### src/hdl/rgb_to_hsv_unit_macros.svh
// Assertion macros for the rgb_to_hsv_unit RTL.
`ifndef RGB_TO_HSV_UNIT_MACROS_SVH
`define RGB_TO_HSV_UNIT_MACROS_SVH
`ifndef NO_ASSERTIONS
`define RTH_ASSERT_IMPL(label, clk, rst, ante, cons) \
  label: assert property (@(posedge clk) disable iff (rst) (ante) |-> (cons)) \
    else $error("rgb_to_hsv_unit: implication check failed");
`define RTH_ASSERT_DELAY(label, clk, rst, ante, n, cons) \
  label: assert property (@(posedge clk) disable iff (rst) (ante) |-> ##n (cons)) \
    else $error("rgb_to_hsv_unit: delayed check failed");
`else
`define RTH_ASSERT_IMPL(label, clk, rst, ante, cons)
`define RTH_ASSERT_DELAY(label, clk, rst, ante, n, cons)
`endif
`endif

### src/hdl/rth_pkg.sv
`default_nettype none
package rth_pkg;

  localparam int COMPONENT_BITS_DEFAULT = 8;
  localparam int HUE_BITS   = 15;
  localparam int HUE_Q_BITS = 12;
  localparam int HUE_SUM_BITS = HUE_BITS + 2;
  localparam int HUE_SIXTY  = 3840;
  localparam int HUE_FULL   = 23040;

  typedef enum logic [1:0] {
    SECTOR_RED,
    SECTOR_GREEN,
    SECTOR_BLUE
  } sector_t;

  typedef struct packed {
    sector_t sector;
    logic    neg;
    logic    gray;
  } rth_ctl_t;

  function automatic logic [HUE_BITS-1:0] sector_base(input sector_t s);
    logic [HUE_BITS-1:0] base;
    unique case (s)
      SECTOR_RED:   base = '0;
      SECTOR_GREEN: base = HUE_BITS'(2 * HUE_SIXTY);
      SECTOR_BLUE:  base = HUE_BITS'(4 * HUE_SIXTY);
      default:      base = '0;
    endcase
    return base;
  endfunction

endpackage
`default_nettype wire

### src/hdl/rgb_to_hsv_unit.sv
// From start to done an item passes the front-end stages, then the two restoring dividers,
// which run side by side with one quotient bit per stage, then the output register.
// Throughput: one item per clock; busy stays low.
// rst is synchronous and clears the valid bits; items in flight are dropped.
// done is a one-cycle strobe; the receiver cannot hold results off.
`default_nettype none
`include "rgb_to_hsv_unit_macros.svh"
module rgb_to_hsv_unit #(
  parameter int COMPONENT_BITS = rth_pkg::COMPONENT_BITS_DEFAULT
) (
  input  logic                         clk,
  input  logic                         rst,
  input  logic                         start,
  output logic                         busy,
  input  logic [COMPONENT_BITS-1:0]    red,
  input  logic [COMPONENT_BITS-1:0]    green,
  input  logic [COMPONENT_BITS-1:0]    blue,
  output logic                         done,
  output logic [rth_pkg::HUE_BITS-1:0] hue,
  output logic [COMPONENT_BITS-1:0]    saturation,
  output logic [COMPONENT_BITS-1:0]    value
);
  import rth_pkg::*;

  localparam int W         = COMPONENT_BITS;
  localparam int DIV_BITS  = (W > HUE_Q_BITS) ? W : HUE_Q_BITS;
  localparam int HNUM_BITS = W + HUE_Q_BITS;
  localparam int SNUM_BITS = 2 * W;
  localparam int CTL_BITS  = $bits(rth_ctl_t);
  localparam int TAG_BITS  = W + CTL_BITS;
  localparam int LATENCY   = DIV_BITS + 3;

  logic                 f_valid;
  rth_ctl_t             f_ctl;
  logic [W-1:0]         f_value;
  logic [W-1:0]         f_delta;
  logic [HNUM_BITS-1:0] f_hnum;
  logic [SNUM_BITS-1:0] f_snum;

  logic                 hq_valid;
  logic [DIV_BITS-1:0]  hq_quo;
  logic [TAG_BITS-1:0]  hq_tag;
  logic                 sq_valid;
  logic [DIV_BITS-1:0]  sq_quo;
  logic [0:0]           sq_tag;

  rth_ctl_t                h_ctl;
  logic [W-1:0]            h_value;
  logic [HUE_Q_BITS-1:0]   h_q;
  logic [HUE_BITS-1:0]     h_base;
  logic [HUE_SUM_BITS-1:0] hue_sum;
  logic [HUE_SUM_BITS-1:0] hue_wrap;
  logic [HUE_BITS-1:0]     hue_next;
  logic [W-1:0]            saturation_next;

  assign busy = 1'b0;

  rth_front #(
    .COMPONENT_BITS(W)
  ) u_front (
    .clk      (clk),
    .rst      (rst),
    .start    (start),
    .red      (red),
    .green    (green),
    .blue     (blue),
    .out_valid(f_valid),
    .out_ctl  (f_ctl),
    .out_value(f_value),
    .out_delta(f_delta),
    .out_hnum (f_hnum),
    .out_snum (f_snum)
  );

  rth_div #(
    .NUM_BITS(HNUM_BITS),
    .DEN_BITS(W),
    .QUO_BITS(DIV_BITS),
    .TAG_BITS(TAG_BITS)
  ) u_hue_div (
    .clk      (clk),
    .rst      (rst),
    .in_valid (f_valid),
    .num      (f_hnum),
    .den      (f_delta),
    .in_tag   ({f_value, f_ctl}),
    .out_valid(hq_valid),
    .quo      (hq_quo),
    .out_tag  (hq_tag)
  );

  rth_div #(
    .NUM_BITS(SNUM_BITS),
    .DEN_BITS(W),
    .QUO_BITS(DIV_BITS),
    .TAG_BITS(1)
  ) u_sat_div (
    .clk      (clk),
    .rst      (rst),
    .in_valid (f_valid),
    .num      (f_snum),
    .den      (f_value),
    .in_tag   (f_ctl.gray),
    .out_valid(sq_valid),
    .quo      (sq_quo),
    .out_tag  (sq_tag)
  );

  // final stage: sector offset, sign, wrap below zero, zero hue and saturation for gray
  always_comb begin
    h_ctl    = rth_ctl_t'(hq_tag[CTL_BITS-1:0]);
    h_value  = hq_tag[TAG_BITS-1:CTL_BITS];
    h_q      = hq_quo[HUE_Q_BITS-1:0];
    h_base   = sector_base(h_ctl.sector);
    hue_sum  = h_ctl.neg ? (HUE_SUM_BITS'(h_base) - HUE_SUM_BITS'(h_q))
                         : (HUE_SUM_BITS'(h_base) + HUE_SUM_BITS'(h_q));
    hue_wrap = hue_sum + HUE_SUM_BITS'(HUE_FULL);
    if (h_ctl.gray) begin
      hue_next = '0;
    end else if (hue_sum[HUE_SUM_BITS-1]) begin
      hue_next = hue_wrap[HUE_BITS-1:0];
    end else begin
      hue_next = hue_sum[HUE_BITS-1:0];
    end
    saturation_next = sq_tag[0] ? '0 : sq_quo[W-1:0];
  end

  always_ff @(posedge clk) begin
    if (rst) begin
      done <= 1'b0;
    end else begin
      done <= hq_valid;
    end
  end

  always_ff @(posedge clk) begin
    hue        <= hue_next;
    saturation <= saturation_next;
    value      <= h_value;
  end

  `RTH_ASSERT_IMPL(a_div_aligned, clk, rst, hq_valid || sq_valid, hq_valid && sq_valid)
  `RTH_ASSERT_IMPL(a_hue_range, clk, rst, done, hue < HUE_BITS'(HUE_FULL))
  `RTH_ASSERT_IMPL(a_black, clk, rst, done && value == '0, hue == '0 && saturation == '0)
  `RTH_ASSERT_DELAY(a_latency, clk, rst, start && !busy, LATENCY, done)

endmodule
`default_nettype wire

### src/hdl/rth_front.sv
`default_nettype none
module rth_front #(
  parameter int COMPONENT_BITS = rth_pkg::COMPONENT_BITS_DEFAULT
) (
  input  logic                                          clk,
  input  logic                                          rst,
  input  logic                                          start,
  input  logic [COMPONENT_BITS-1:0]                     red,
  input  logic [COMPONENT_BITS-1:0]                     green,
  input  logic [COMPONENT_BITS-1:0]                     blue,
  output logic                                          out_valid,
  output rth_pkg::rth_ctl_t                             out_ctl,
  output logic [COMPONENT_BITS-1:0]                     out_value,
  output logic [COMPONENT_BITS-1:0]                     out_delta,
  output logic [COMPONENT_BITS+rth_pkg::HUE_Q_BITS-1:0] out_hnum,
  output logic [2*COMPONENT_BITS-1:0]                   out_snum
);
  import rth_pkg::*;

  localparam int W = COMPONENT_BITS;
  localparam int HNUM_BITS = W + HUE_Q_BITS;
  localparam int SNUM_BITS = 2 * W;
  localparam logic [W-1:0] FULL = '1;

  logic          r_ge_g;
  logic          r_ge_b;
  logic          b_ge_g;
  sector_t       sector_c;
  logic [W-1:0]  max_c;
  logic [W-1:0]  min_c;
  logic [W-1:0]  pa;
  logic [W-1:0]  pb;
  logic          neg_c;
  logic [W-1:0]  absd_c;

  logic          s1_valid;
  sector_t       s1_sector;
  logic [W-1:0]  s1_max;
  logic [W-1:0]  s1_min;
  logic [W-1:0]  s1_absd;
  logic          s1_neg;

  logic [W-1:0]  delta_c;

  // stage 1: max, min, sector and |d|
  always_comb begin
    r_ge_g = red >= green;
    r_ge_b = red >= blue;
    b_ge_g = blue >= green;
    priority if (r_ge_g && r_ge_b) begin
      sector_c = SECTOR_RED;
      max_c    = red;
      pa       = green;
      pb       = blue;
    end else if (b_ge_g) begin
      sector_c = SECTOR_BLUE;
      max_c    = blue;
      pa       = red;
      pb       = green;
    end else begin
      sector_c = SECTOR_GREEN;
      max_c    = green;
      pa       = blue;
      pb       = red;
    end
    priority if (red <= green && red <= blue) begin
      min_c = red;
    end else if (green <= blue) begin
      min_c = green;
    end else begin
      min_c = blue;
    end
    neg_c  = pb > pa;
    absd_c = neg_c ? (pb - pa) : (pa - pb);
  end

  always_ff @(posedge clk) begin
    if (rst) begin
      s1_valid <= 1'b0;
    end else begin
      s1_valid <= start;
    end
  end

  always_ff @(posedge clk) begin
    s1_sector <= sector_c;
    s1_max    <= max_c;
    s1_min    <= min_c;
    s1_absd   <= absd_c;
    s1_neg    <= neg_c;
  end

  // stage 2: delta and the two dividends
  assign delta_c = s1_max - s1_min;

  always_ff @(posedge clk) begin
    if (rst) begin
      out_valid <= 1'b0;
    end else begin
      out_valid <= s1_valid;
    end
  end

  always_ff @(posedge clk) begin
    out_ctl.sector <= s1_sector;
    out_ctl.neg    <= s1_neg;
    out_ctl.gray   <= (delta_c == '0);
    out_value      <= s1_max;
    out_delta      <= delta_c;
    out_hnum       <= HNUM_BITS'(s1_absd) * HNUM_BITS'(HUE_SIXTY);
    out_snum       <= SNUM_BITS'(delta_c) * SNUM_BITS'(FULL);
  end

endmodule
`default_nettype wire

### src/hdl/rth_div.sv
`default_nettype none
module rth_div #(
  parameter int NUM_BITS = 2 * rth_pkg::COMPONENT_BITS_DEFAULT,
  parameter int DEN_BITS = rth_pkg::COMPONENT_BITS_DEFAULT,
  parameter int QUO_BITS = rth_pkg::HUE_Q_BITS,
  parameter int TAG_BITS = 1
) (
  input  logic                clk,
  input  logic                rst,
  input  logic                in_valid,
  input  logic [NUM_BITS-1:0] num,
  input  logic [DEN_BITS-1:0] den,
  input  logic [TAG_BITS-1:0] in_tag,
  output logic                out_valid,
  output logic [QUO_BITS-1:0] quo,
  output logic [TAG_BITS-1:0] out_tag
);
  import rth_pkg::*;

  localparam int RW = DEN_BITS + QUO_BITS;

  logic                val_s [1:QUO_BITS];
  logic [RW-1:0]       rem_s [1:QUO_BITS-1];
  logic [DEN_BITS-1:0] den_s [1:QUO_BITS-1];
  logic [QUO_BITS-1:0] quo_s [1:QUO_BITS];
  logic [TAG_BITS-1:0] tag_s [1:QUO_BITS];

  // restoring division, one quotient bit per stage, MSB first
  for (genvar i = 0; i < QUO_BITS; i++) begin : g_stage
    localparam int SHIFT = QUO_BITS - 1 - i;
    logic                v_in;
    logic [RW-1:0]       r_in;
    logic [DEN_BITS-1:0] d_in;
    logic [QUO_BITS-1:0] q_in;
    logic [TAG_BITS-1:0] t_in;
    logic [RW-1:0]       trial;
    logic                fits;

    if (i == 0) begin : g_first
      assign v_in = in_valid;
      assign r_in = RW'(num);
      assign d_in = den;
      assign q_in = '0;
      assign t_in = in_tag;
    end else begin : g_next
      assign v_in = val_s[i];
      assign r_in = rem_s[i];
      assign d_in = den_s[i];
      assign q_in = quo_s[i];
      assign t_in = tag_s[i];
    end

    assign trial = RW'(d_in) << SHIFT;
    assign fits  = r_in >= trial;

    always_ff @(posedge clk) begin
      if (rst) begin
        val_s[i+1] <= 1'b0;
      end else begin
        val_s[i+1] <= v_in;
      end
    end

    always_ff @(posedge clk) begin
      quo_s[i+1] <= {q_in[QUO_BITS-2:0], fits};
      tag_s[i+1] <= t_in;
    end

    if (i < QUO_BITS - 1) begin : g_pass
      always_ff @(posedge clk) begin
        rem_s[i+1] <= fits ? (r_in - trial) : r_in;
        den_s[i+1] <= d_in;
      end
    end
  end

  assign out_valid = val_s[QUO_BITS];
  assign quo       = quo_s[QUO_BITS];
  assign out_tag   = tag_s[QUO_BITS];

endmodule
`default_nettype wire
### config.mk
export PLATFORM = sky130hd
export DESIGN_NAME = rgb_to_hsv_unit
export DESIGN_NICKNAME = d
export VERILOG_FILES = /design/src/hdl/rth_pkg.sv /design/src/hdl/rgb_to_hsv_unit.sv /design/src/hdl/rth_front.sv /design/src/hdl/rth_div.sv
export VERILOG_INCLUDE_DIRS = /design/src /design/src/hdl
export SDC_FILE = /design/constraint.sdc
export NUM_CORES = 1
export LEC_CHECK = 0
export ABC_AREA = 1
export BUFFER_PORTS_ARGS = -buffer_cell sky130_fd_sc_hd__buf_2
export CAP_MARGIN = 0
export CELL_PAD_IN_SITES_DETAIL_PLACEMENT = 1
export CELL_PAD_IN_SITES_GLOBAL_PLACEMENT = 1
export CORE_MARGIN = 3
export CORE_UTILIZATION = 25
export DETAILED_ROUTE_END_ITERATION = 8
export GPL_TIMING_DRIVEN = 1
export PLACE_DENSITY = 0.43
export SLEW_MARGIN = 20
export SYNTH_ARGS = -nofsm -noshare
export SYNTH_HDL_FRONTEND = slang
export SYNTH_SLANG_ARGS = --single-unit
### constraint.sdc
create_clock -name clk -period 5.9 [get_ports clk]
set_input_delay 0.59 -clock clk [delete_from_list [all_inputs] [get_ports clk]]
set_output_delay 0.59 -clock clk [all_outputs]
set_load 0.03 [all_outputs]
==> flow_summary.json <==
{
  "drive_gt1_share_pct": 9.507,
  "async_flop_share_pct": 0,
  "critPathCaptureType": "register",
  "cts_resized": 0,
  "drcViolationCount": 0,
  "setup_viol": 0,
  "wl_met3_um": 2324,
  "met2_length_um": 47560,
  "worst-path-buf-inv": 5,
  "cp_max_fo": 7,
  "grt_pass1_vias": 29271,
  "syn_nets": 4731,
  "wl_per_cell_um": 14.55,
  "viasPerCell": 4.167,
  "cts_made_buffers": 100,
  "via_count": 26983,
  "drv_cap": 0,
  "placed_area_um2": 39710,
  "path_class": "register to register",
  "clkTransAtPathRegs_ps": 50,
  "run_status": "complete, no violations",
  "pin_count": 60,
  "cts_max_level": 3,
  "cts_tree": "done",
  "syn_avg_cell_area_um2": 8.598,
  "syn_inst": 4337,
  "crit_chain": "inv_1, ha_1, nand2_1, nand2_1, nand2_1, nand3_2, a21o_1, a21oi_1, xor2_1, inv_1, ha_1, inv_1, fa_1, fa_1, fa_1, inv_1, ha_1, nand2_1, inv_1, nand4_1, o211ai_1, nand3_1, o21ai_0, xor2_1",
  "rsz0062_at_grt": "false",
  "hold_path_depth": 3,
  "layout_min_cycle_time_ps": 5376,
  "reg2reg_depth": 24,
  "cp_num_cells": 24,
  "fin_area_um2": 43290,
  "insertion_delay_ps": 700,
  "ys_ff_latch": 835,
  "drt-met1-wl_um": 41940,
  "yosysWarnings": 0,
  "dp_hpwl_um": 76690,
  "port_buffers": 58,
  "die_y_um": 392.2,
  "fin_skew_ps": 48.67,
  "cp.required_ps": 6490,
  "gp_congestion": 0.7655,
  "final_nets": 4855,
  "syn_area_um2": 37290,
  "grt_max_degree": 28,
  "drt-total-wl_um": 94200,
  "synth_cell_type_count": 76,
  "antenna_found_initial": 4,
  "ys_seq_area_share_pct": 44.83,
  "core_um2": 148000,
  "setup_tns_ps": 0,
  "syn_to_final_growth_pct": 16.09,
  "postRouteAntennaNets": 0,
  "dr.max_layer_used": "met4",
  "drtIter0Drc": 639,
  "cts_setup_buffers": 0,
  "crit_slowest_cell": "fa_1",
  "start_util_pct": 25.19,
  "synthFlopType": "dfxtp_1",
  "grt_use_total_pct": 12.51,
  "cp_data_arrival_time_ps": 5970,
  "path_common_cell": "inv_1",
  "first_pass_iters": 5,
  "critPathLaunchType": "register",
  "critical_path.top_delay_family": "adder cells",
  "rows": 141,
  "drv_slew": 0,
  "synth_edf_count": 0,
  "cts_hold_buf": 0,
  "root_buffer": "clkbuf_16",
  "fin_crit_sh_pct": 91.12,
  "clockBufferDepth": 3,
  "timing.fmax_ghz": 0.1860,
  "cpPeakStageDelay_ps": 560,
  "cts_sinks": 835,
  "hold_viol": 0,
  "gr-total-overflow": 0,
  "hp-class": "input port to register",
  "grt_first_pass_wirelength_um": 155000,
  "die-width_um": 392.2,
  "worst_pin_slew_ps": 848.0,
  "slew_headroom_pct": 43.40,
  "die_area_um2": 153800
}
-- worst paths after layout --
check	from	to	slack, ps
worst min register to register	u_hue_div.quo_s[0][49]$_DFF_P_	u_hue_div.quo_s[0][62]$_DFF_P_	290
worst max register to register	u_front.s1_min[2]$_DFF_P_	u_front.out_snum[14]$_DFF_P_	520
worst min-delay path	start	u_front.s1_valid$_SDFF_PP0_	110
worst max-delay path	u_front.s1_min[2]$_DFF_P_	u_front.out_snum[14]$_DFF_P_	520
-- metrics by stage --
step	setup slack [ps]	hold slack (ps)	util [%]	std cells
6_report	524.0	112.9	29.25	6475
5_1_grt	50.50	67.37	29.24	6474
4_1_cts	481.5	30.31	29.24	6474
3_5_place_dp	502.6	313.2	26.83	6289
3_3_place_gp	551.7	310.1	26.83	6289
2_1_floorplan	881.9	309.6	-	4337
-- logic make-up after synthesis --
family	Yosys count	synth area share (%)
XOR/XNOR	216	5.144
other	1	0.01006
AND/OR/NAND/NOR	1513	17.97
buffers and inverters	745	7.959
adder cells (fa/ha/maj)	367	13.54
AO/OA/AOI/OAI	658	10.49
flip-flops	835	44.83
multiplexers	2	0.05704
-- Yosys cell counts, types with 25 or more instances --
master      n  area [µm²]
o21ai_1    48       240.2
nor3_1     54       270.3
o211ai_1   27       202.7
nand4_1    62       387.9
a21oi_2    25       219.0
a21o_1     25       187.7
dfxtp_1   835       16720
xor2_1    131        1147
a21oi_1   239        1196
nand3_1   159       795.8
xnor2_1    83       727.0
ha_1      306        3829
or2_2      40       250.2
inv_1     689        2586
nor2_1    358        1344
o21ai_2    38       332.8
nand2_1   719        2699
fa_1       61        1221
nor4_1     32       200.2
o21ai_0   179       895.9
-- routing by layer --
metal | up-vias | GRT usage, %
met4 | 0 | 3.397
met3 | 132 | 2.055
met5 | - | 0
met2 | 200 | 23.21
li1 | 14206 | -
met1 | 12445 | 14.76
-- tightest hold or removal path, stage by stage --
cell and delay (ps):
buf_2 70, inv_1 30, nor2_1 60
-- layout by cell type (no fill, tap or decap), types with 10 or more instances in the layout --
cell type and n:
a21o_1 25, a21oi_1 239, a21oi_2 25, a31oi_1 16
buf_2 58, bufinv_16 13, clkbuf_1 13, clkbuf_16 101
clkbuf_8 14, clkinv_2 21, clkinvlp_4 10, dfxtp_1 835
fa_1 61, ha_1 306, inv_1 689, inv_2 12
nand2_1 719, nand2_2 20, nand3_1 159, nand3b_1 13
nand4_1 62, nor2_1 358, nor2_2 13, nor3_1 54
nor4_1 32, o211ai_1 27, o21a_1 12, o21ai_0 179
o21ai_1 48, o21ai_2 38, or2_2 40, xnor2_1 83
xor2_1 131
-- sequential cells by signal, indices dropped and copies added, names as in the netlist, 2 cells and up --
name	count
u_sat_div.quo_s	36
u_hue_div.den_s	77
u_hue_div.val_s	12
u_front.out_value	8
u_front.out_delta	8
u_front.s1_sector	2
value	8
u_sat_div.rem_s	220
u_front.s1_max	8
u_hue_div.quo_s	78
u_front.out_snum	15
u_sat_div.tag_s	5
u_hue_div.tag_s	63
hue	15
u_sat_div.den_s	76
u_front.s1_min	8
u_front.s1_absd	8
saturation	8
u_front.out_hnum	12
u_hue_div.rem_s	160
u_front.out_ctl	4
-- final cells by class --
class / instances / area [µm²]
Fill cell: 17304 / 104700
Multi-Input combinational cell: 2757 / 17610
Sequential cell: 835 / 16720
Clock buffer: 128 / 2769
Inverter: 704 / 2650
Tap cell: 1930 / 2415
Clock inverter: 57 / 802.0
Timing Repair Buffer: 63 / 327.8
Antenna cell: 1 / 2.502
Power is left out: the tool's default activity adds up to more than one toggle a clock period on the data nets, which glitch-free logic cannot reach.
